===== src/rtl/core/assert_macros.svh =====
// assertion macros shared by the console writer rtl
// no dependencies; included by files that carry assertions
`ifndef ASSERT_MACROS_SVH
`define ASSERT_MACROS_SVH

// clocked assertion, held off while reset is high
`define ASSERT_CLK(lbl, prop, msg) \
   lbl: assert property (@(posedge clock) disable iff (reset) prop) else $error(msg);

// implication form of the above
`define ASSERT_IMPL(lbl, pre, post, msg) \
   lbl: assert property (@(posedge clock) disable iff (reset) (pre) |-> (post)) else $error(msg);

`endif


===== src/rtl/core/tcw_pkg.sv =====
// package for the text console writer: sizes, character codes, item types
// no dependencies; used by every rtl module and interface of the block
package tcw_pkg;

   localparam int MaxColumns = 80;
   localparam int MaxRows    = 25;
   localparam int TabStop    = 8;
   localparam int CellCount  = MaxColumns * MaxRows;
   localparam int AddrW      = $clog2(CellCount + 1);
   localparam int RowW       = 5;
   localparam int ColW       = 7;
   localparam int TabCntW    = $clog2(TabStop + 1);
   localparam int QDepth     = 2;
   localparam int QPtrW      = (QDepth > 1) ? $clog2(QDepth) : 1;
   localparam int QCntW      = $clog2(QDepth + 1);

   // character codes
   localparam logic [7:0] ChNewline   = 8'h0A;
   localparam logic [7:0] ChReturn    = 8'h0D;
   localparam logic [7:0] ChBackspace = 8'h08;
   localparam logic [7:0] ChTab       = 8'h09;
   localparam logic [7:0] ChEscape    = 8'h1B;
   localparam logic [7:0] ChCaret     = 8'h5E;
   localparam logic [7:0] ChBracket   = 8'h5B;
   localparam logic [7:0] ChSpace     = 8'h20;

   // reset contents of the screen and register reset values
   localparam logic [15:0] ResetCell   = 16'h0720;
   localparam logic [7:0]  AttrReset   = 8'd7;
   localparam logic [6:0]  ColsReset   = 7'd80;
   localparam logic [4:0]  RowsReset   = 5'd25;

   // register index codes
   localparam logic [1:0] RegAttr = 2'd0;
   localparam logic [1:0] RegCols = 2'd1;
   localparam logic [1:0] RegRows = 2'd2;

   typedef enum logic [1:0] {
      KIND_PUT   = 2'd0,
      KIND_READ  = 2'd1,
      KIND_SETC  = 2'd2,
      KIND_CLEAR = 2'd3
   } kind_type;

   typedef enum logic [3:0] {
      OP_PLAIN   = 4'd0,
      OP_NEWLINE = 4'd1,
      OP_RETURN  = 4'd2,
      OP_BACK    = 4'd3,
      OP_TAB     = 4'd4,
      OP_ESCAPE  = 4'd5,
      OP_READ    = 4'd6,
      OP_SETCUR  = 4'd7,
      OP_CLEAR   = 4'd8
   } op_type;

   typedef struct packed {
      op_type           op;
      logic [7:0]       char_code;
      logic [RowW-1:0]  row;
      logic [ColW-1:0]  column;
   } q_item_type;

   typedef struct packed {
      logic [7:0]       attr;
      logic [ColW-1:0]  cols;
      logic [RowW-1:0]  rows;
   } cfg_type;

endpackage


===== src/rtl/core/tcw_ifs.sv =====
// valid/ready channel interfaces for the console writer request and response
// depends on tcw_pkg
interface tcw_req_if import tcw_pkg::*; ();
   logic            valid;
   logic            ready;
   logic [1:0]      kind;
   logic [7:0]      char_code;
   logic [RowW-1:0] row;
   logic [ColW-1:0] column;

   modport source (output valid, kind, char_code, row, column, input ready);
   modport sink   (input valid, kind, char_code, row, column, output ready);
endinterface



===== src/rtl/core/tcw_front.sv =====
// front end: accepts request transfers, classifies them and queues them
// depends on tcw_pkg, tcw_ifs and assert_macros.svh
`include "assert_macros.svh"

module tcw_front import tcw_pkg::*; (
   input  logic        clock,
   input  logic        reset,
   tcw_req_if.sink     req,
   output logic        head_valid,
   output q_item_type  head_item,
   input  logic        head_pop
);

   q_item_type         q_mem [QDepth];
   logic [QPtrW-1:0]   wr_ptr_ff, wr_ptr_in;
   logic [QPtrW-1:0]   rd_ptr_ff, rd_ptr_in;
   logic [QCntW-1:0]   count_ff, count_in;
   q_item_type         new_item;
   logic               push;

   // classify the incoming item
   always_comb begin
      new_item.char_code = req.char_code;
      new_item.row       = req.row;
      new_item.column    = req.column;
      unique case (kind_type'(req.kind))
         KIND_PUT: begin
            unique case (req.char_code)
               ChNewline:   new_item.op = OP_NEWLINE;
               ChReturn:    new_item.op = OP_RETURN;
               ChBackspace: new_item.op = OP_BACK;
               ChTab:       new_item.op = OP_TAB;
               ChEscape:    new_item.op = OP_ESCAPE;
               default:     new_item.op = OP_PLAIN;
            endcase
         end
         KIND_READ:  new_item.op = OP_READ;
         KIND_SETC:  new_item.op = OP_SETCUR;
         default:    new_item.op = OP_CLEAR;
      endcase
   end

   assign req.ready  = (count_ff < QCntW'(QDepth));
   assign push       = req.valid && req.ready;
   assign head_valid = (count_ff != '0);
   assign head_item  = q_mem[rd_ptr_ff];

   // queue pointers
   always_comb begin
      wr_ptr_in = wr_ptr_ff;
      rd_ptr_in = rd_ptr_ff;
      count_in  = count_ff;
      if (push) begin
         wr_ptr_in = (wr_ptr_ff == QPtrW'(QDepth - 1)) ? '0 : wr_ptr_ff + 1'b1;
      end
      if (head_pop && head_valid) begin
         rd_ptr_in = (rd_ptr_ff == QPtrW'(QDepth - 1)) ? '0 : rd_ptr_ff + 1'b1;
      end
      if (push && !(head_pop && head_valid)) begin
         count_in = count_ff + 1'b1;
      end else if (!push && head_pop && head_valid) begin
         count_in = count_ff - 1'b1;
      end
   end

   always_ff @(posedge clock) begin
      if (reset) begin
         wr_ptr_ff <= '0;
         rd_ptr_ff <= '0;
         count_ff  <= '0;
      end else begin
         wr_ptr_ff <= wr_ptr_in;
         rd_ptr_ff <= rd_ptr_in;
         count_ff  <= count_in;
      end
   end

   // queue storage
   always_ff @(posedge clock) begin
      if (push) begin
         q_mem[wr_ptr_ff] <= new_item;
      end
   end

   `ASSERT_CLK(a_q_bound, (count_ff <= QCntW'(QDepth)), "queue count above depth")

endmodule


===== src/flat_wrapper.sv =====
// flat-port wrapper written by rule: the top's interface ports become plain ports
module tcw_front_flat import tcw_pkg::*;
  (clock, reset, head_valid, head_item, head_pop, req_valid, req_kind, req_char_code, req_row, req_column, req_ready);
  tcw_req_if req_i ();
  input  logic clock;
  input  logic reset;
  output logic head_valid;
  output q_item_type head_item;
  input  logic head_pop;
  input wire logic [$bits(req_i.valid)-1:0] req_valid;
  input wire logic [$bits(req_i.kind)-1:0] req_kind;
  input wire logic [$bits(req_i.char_code)-1:0] req_char_code;
  input wire logic [$bits(req_i.row)-1:0] req_row;
  input wire logic [$bits(req_i.column)-1:0] req_column;
  output wire logic [$bits(req_i.ready)-1:0] req_ready;
  assign req_i.valid = req_valid;
  assign req_i.kind = req_kind;
  assign req_i.char_code = req_char_code;
  assign req_i.row = req_row;
  assign req_i.column = req_column;
  assign req_ready = req_i.ready;
  tcw_front u_core (.clock(clock), .reset(reset), .req(req_i), .head_valid(head_valid), .head_item(head_item), .head_pop(head_pop));
endmodule

===== config.mk =====
export PLATFORM = sky130hd
export DESIGN_NAME = tcw_front_flat
export DESIGN_NICKNAME = d
export VERILOG_FILES = /design/src/rtl/core/tcw_pkg.sv /design/src/rtl/core/tcw_ifs.sv /design/src/rtl/core/tcw_front.sv /design/src/flat_wrapper.sv
export VERILOG_INCLUDE_DIRS = /design/src /design/src/rtl/core
export SDC_FILE = /design/constraint.sdc
export NUM_CORES = 1
export LEC_CHECK = 0
export BUFFER_PORTS_ARGS = -buffer_cell sky130_fd_sc_hd__buf_2
export CORE_AREA = 2 2 80 63
export DETAILED_ROUTE_END_ITERATION = 10
export DIE_AREA = 0 0 82 65
export HOLD_SLACK_MARGIN = 0.12
export PLACE_DENSITY = 0.73
export SYNTH_ARGS = -nofsm -noshare
export SYNTH_HDL_FRONTEND = slang
export SYNTH_SLANG_ARGS = --single-unit

===== constraint.sdc =====
create_clock -name clock -period 3.7 [get_ports clock]
set_input_delay 0.185 -clock clock [delete_from_list [all_inputs] [get_ports clock]]
set_output_delay 0.185 -clock clock [all_outputs]
set_load 0.02 [all_outputs]

### Word level (Yosys, flattened, before mapping)

Memories as Yosys holds them, arrays and structs flattened. A register that Yosys moved wholly into a read port is not among the register bits.
Index checks and enable logic that the tools add are counted.

* output and inout port bits: 26
* input port bits: 26
* logic and storage cells: 36
* memories: 1
* bits in registers: 4
* RAM bits: 48

Memories
* u_core.q_mem: words 2, width 24, rd ports 1, clocked after Yosys merged registers in 1, wr ports 1, line tcw_front.sv:14 `q_item_type q_mem [QDepth];`

* reductions and logical operators: 10
* $add $sub $neg: 4
* equality and inequality tests: 7
* order comparisons: 1
* mux-type cells: 10

Operators by type and width (number)
* 8-bit by 4-bit == test with 1-bit output, second input constant: 4
* 3-bit case mux with 5 select lines: 1
* 4-bit case mux with 3 select lines: 1
* 8-bit by 5-bit == test with 1-bit output, second input constant: 1
* 1-bit two-way mux: 6
* 1-bit logical AND: 5
* 2-bit two-way mux: 2
* 2-bit nonzero test: 2
* 1-bit adder, second input constant: 2
* 2-bit by 1-bit adder with 2-bit output, second input constant: 1
* 2-bit by 1-bit == test with 1-bit output, second input constant: 1
* 2-bit == test, second input constant: 1
* 1-bit zero test: 2
* 2-bit zero test: 1
* 2-bit less-than comparator, second input constant: 1
* 2-bit by 1-bit subtractor with 2-bit output, second input constant: 1

### Longest topological paths before layout

* depth after elaboration: 7
* mapped depth: 5
* mapped depth without buffers: 5

### Worst setup path after synthesis

OpenSTA, ideal clock, no wires.

* kind: reg-to-reg
* from: register u_core.count_ff[1]
* to: memory u_core.q_mem[0][0] (netlist name) (enable)
* clock period less this slack: 2.037 ns
* library setup time: 0.408 ns
* stages on the path, launching flop included: 3
* path slack: 1.663 ns
* required time: 3.292 ns
* buffers on the path: 0
* arrival: 1.630 ns
* cells stage by stage: dfxtp_1 nor2b_2 nor2b_1

* word-level cells in the longest chain between the ends: 4

RTL lines
* start: declaration: line tcw_front.sv:17 `logic [QCntW-1:0] count_ff, count_in;`
* start signal: assignment: line tcw_front.sv:74 `count_ff <= count_in;`
* 2-bit less-than comparator: line tcw_front.sv:43 `assign req.ready = (count_ff < QCntW'(QDepth));`
* 1-bit logical AND: line tcw_front.sv:44 `assign push = req.valid && req.ready;`
* 1-bit two-way mux: line tcw_front.sv:80 `if (push) begin`
* 1-bit two-way mux (not written as such): line tcw_front.sv:81 `q_mem[wr_ptr_ff] <= new_item;`
* end: declaration: line tcw_front.sv:14

No other way between the ends.

==> qor.csv <==
stage,metric,value,unit
setup_path,cp-start-kind,flop,
sta,finClkSkew,0.00347,ns
placement,dpl.hpwl,2430,µm
synth,synth_top_area_frac,0.664,
drt,drtAntennaViolNets,0,
finish,areaGrowthSynthToFinish,25.5,%
sta,fin_crit_sh,0.574,
outcome,status,"finished, final reports clean",
drt,vias_per_cell,4.79,
synth,ys_warn_count,0,
global_route,grt_pass1_vias,1206,
synth,async_flop_share,0,
synth,synth.avg_cell_area,18.6,µm²
clock_network,postCtsSetupRepairBufs,0,
drt,drt-initial-drc-count,32,
sta,fin_tns_setup,0,ns
die,io_pins,52,
placement,dpl_cell_area,2480,µm²
pwr,powerDensity,469,nW/µm²
synth,yosys-top-cells-area,"edfxtp_1 (66%), mux2_4 (14%), dfxtp_1 (4.6%)",
worst_hold_path,hold_path_class,primary input to flop,
placement,gp_congestion,0.786,
synth,yosysUniqueCellTypes,24,
clock_network,hold_buffers,14,
clock_network,worstSkewPairLatency,0.29,ns
setup_path,reg2reg_depth,2,
synth,ys.flop_type,edfxtp_1,
setup_path,end_kind,primary output,
sta,max-slew-margin-rel,0.190,
synth,yosysSeqAreaShare,0.710,
clock_network,cts_tree,built,
drt,drt_pass1_iterations,4,
clock_network,clockRootBuffer,clkbuf_8,
synth,synth-seq-cells,53,
finish,final_cell_area,2730,µm²
setup_path,r2r_end,u_core.q_mem[0][17],
finish,num_antenna_cells,0,
finish,final_layout_size_suffix_gt1_frac,0.457,
setup_path,reg2reg_from,u_core.count_ff[1],
die,start_util,0.470,
setup_path,worstSetupPathType,flop to primary output,
drt,drc,0,
die,die_w,82,µm
sta,grt_setup_unrepaired,no,
finish,finalNetCount,215,
pwr,ir_drop,0.266,mV
global_route,overflow,0,
clock_network,clock_sinks,53,
die,die_y,65,µm
die,rows,22,
setup_path,cp_data_required_time,3.51,ns
drt,routed_wl,3610,µm
pwr,p_leak,0.00107,µW
sta,slew_violations,0,
synth,synth_cells,117,
sta,hold_violations,0,
global_route,grt_usage,0.138,
clock_network,path_clk_slew,0.09,ns
placement,io_buffers,51,
clock_network,cts_repair_resize_count,0,
clock_network,cts_buffers,5,
synth,synth_edf_count,48,
sta,min_period,2.12,ns
setup_path,rrSetupSlack,1.74,ns
global_route,grt_max_degree,25,
drt,vias,1187,
drt,wl_per_cell,14.6,µm
clock_network,htreeDepth,2,
finish,fin_util,0.589,
setup_path,critPathMaxFanout,14,
die,die-area,5330,µm²
setup_path,cp-endpoint,head_item[13],
synth,yosysTopAreaCell,edfxtp_1,
die,core_area,4620,µm²
global_route,antenna_found_initial,0,
global_route,grt_pass1_wl,5380,µm
sta,tightest_slew,1.21,ns
clock_network,clock_path_buffers,2,
job,cap_viol_max_count,0,
sta,fmax,471,MHz
synth,synth_nets,145,
synth,netlist_area,2170,µm²
sta,final-setup-viol-count,0,
setup_path,cp.arrival,1.94,ns
## critical path: stages (launching register included)
cell and delay, ns:
dfxtp_1 0.73, buf_4 0.38, mux2_2 0.37, buf_2 0.16
## synth_stat cells (2+ instances only)
master and number:
o21ai_0 3, buf_6 3, mux2_2 4, xor2_1 2, nor2_1 8, a41oi_1 2, inv_1 4, mux2_4 20
xnor2_1 3, ha_1 2, dfxtp_1 5, edfxtp_1 48, nor2b_1 2
## cell usage in the layout (no fill, tap or decap), drive strengths merged, types with 2 or more instances in the layout
cell type,count
xnor2,3
xor2,2
o21ai,3
nor2,8
mux2,24
nor2b,3
a41oi,2
clkbuf,6
dfxtp,5
dlygate4sd3,14
buf,52
inv,4
ha,2
edfxtp,48
## worst min path at each step
stage,start,to,slack (ns),depth (start not counted)
2_1_floorplan,reset,u_core.count_ff[1],0.25,1
3_3_place_gp,req_column[3],u_core.q_mem[1][3],0.38,1
3_5_place_dp,req_column[3],u_core.q_mem[1][3],0.38,1
4_1_cts,req_char_code[6],u_core.q_mem[1][18],0.13,1
5_1_grt,req_char_code[6],u_core.q_mem[0][18],0.12,1
6_report,req_char_code[2],u_core.q_mem[0][14],0.14,1
## area by class of cell
| type | instances | area, µm² |
|---|---|---|
| sequential | 53 | 1540 |
| timing repair buffer | 66 | 403 |
| multi-input combinational | 57 | 584 |
| inverter | 4 | 15.0 |
| clock inverter | 2 | 33.8 |
| tap | 60 | 75.1 |
| fill | 357 | 1900 |
| clock buffer | 6 | 72.6 |
## cells by family (layout without fill, tap and decap cells)
group	after synthesis	in the layout	synth area share
DFF	53	53	0.710
buffers and inverters	7	78	0.0225
and+or+nand+nor	18	18	0.0518
muxes	24	24	0.159
adders and majority gates	2	2	0.0115
xor gates and xnor gates	5	5	0.0202
AOI/OAI and AO/OA	8	8	0.0253
## through the flow
stage                     setup WS (ns)  instances  hold slack (ns)  total power, µW
after floorplan                    1.66        117            0.254              855
after global placement             1.82        226            0.378              910
after detailed placement           1.73        226            0.378              917
after CTS                          1.53        248            0.126             1290
after global routing               1.46        248            0.124             1330
final                              1.58        248            0.136             1280
## registers in the layout, summed over array words and instances (netlist names), named ones only
signal and flops:
u_core.count_ff 2, u_core.q_mem 48, u_core.rd_ptr_ff 1, u_core.wr_ptr_ff 1
## metal layers
| metal | global-route usage | part of all wire | wire length [µm] |
|---|---|---|---|
| met2 | 0.233 | 0.48 | 1720 |
| met4 | 0.0396 | 0.0058 | 21 |
| met5 | 0 | 0 | 0 |
| met1 | 0.168 | 0.46 | 1660 |
| met3 | 0.0446 | 0.060 | 216 |
## power breakdown
group	leakage (µW)	internal, µW	switching [µW]
clock network	0.0000528	200	165
logic	0.000525	93.0	106
registers	0.000492	698	15.6
No activity file was read; power rests on OpenSTA's default activity.
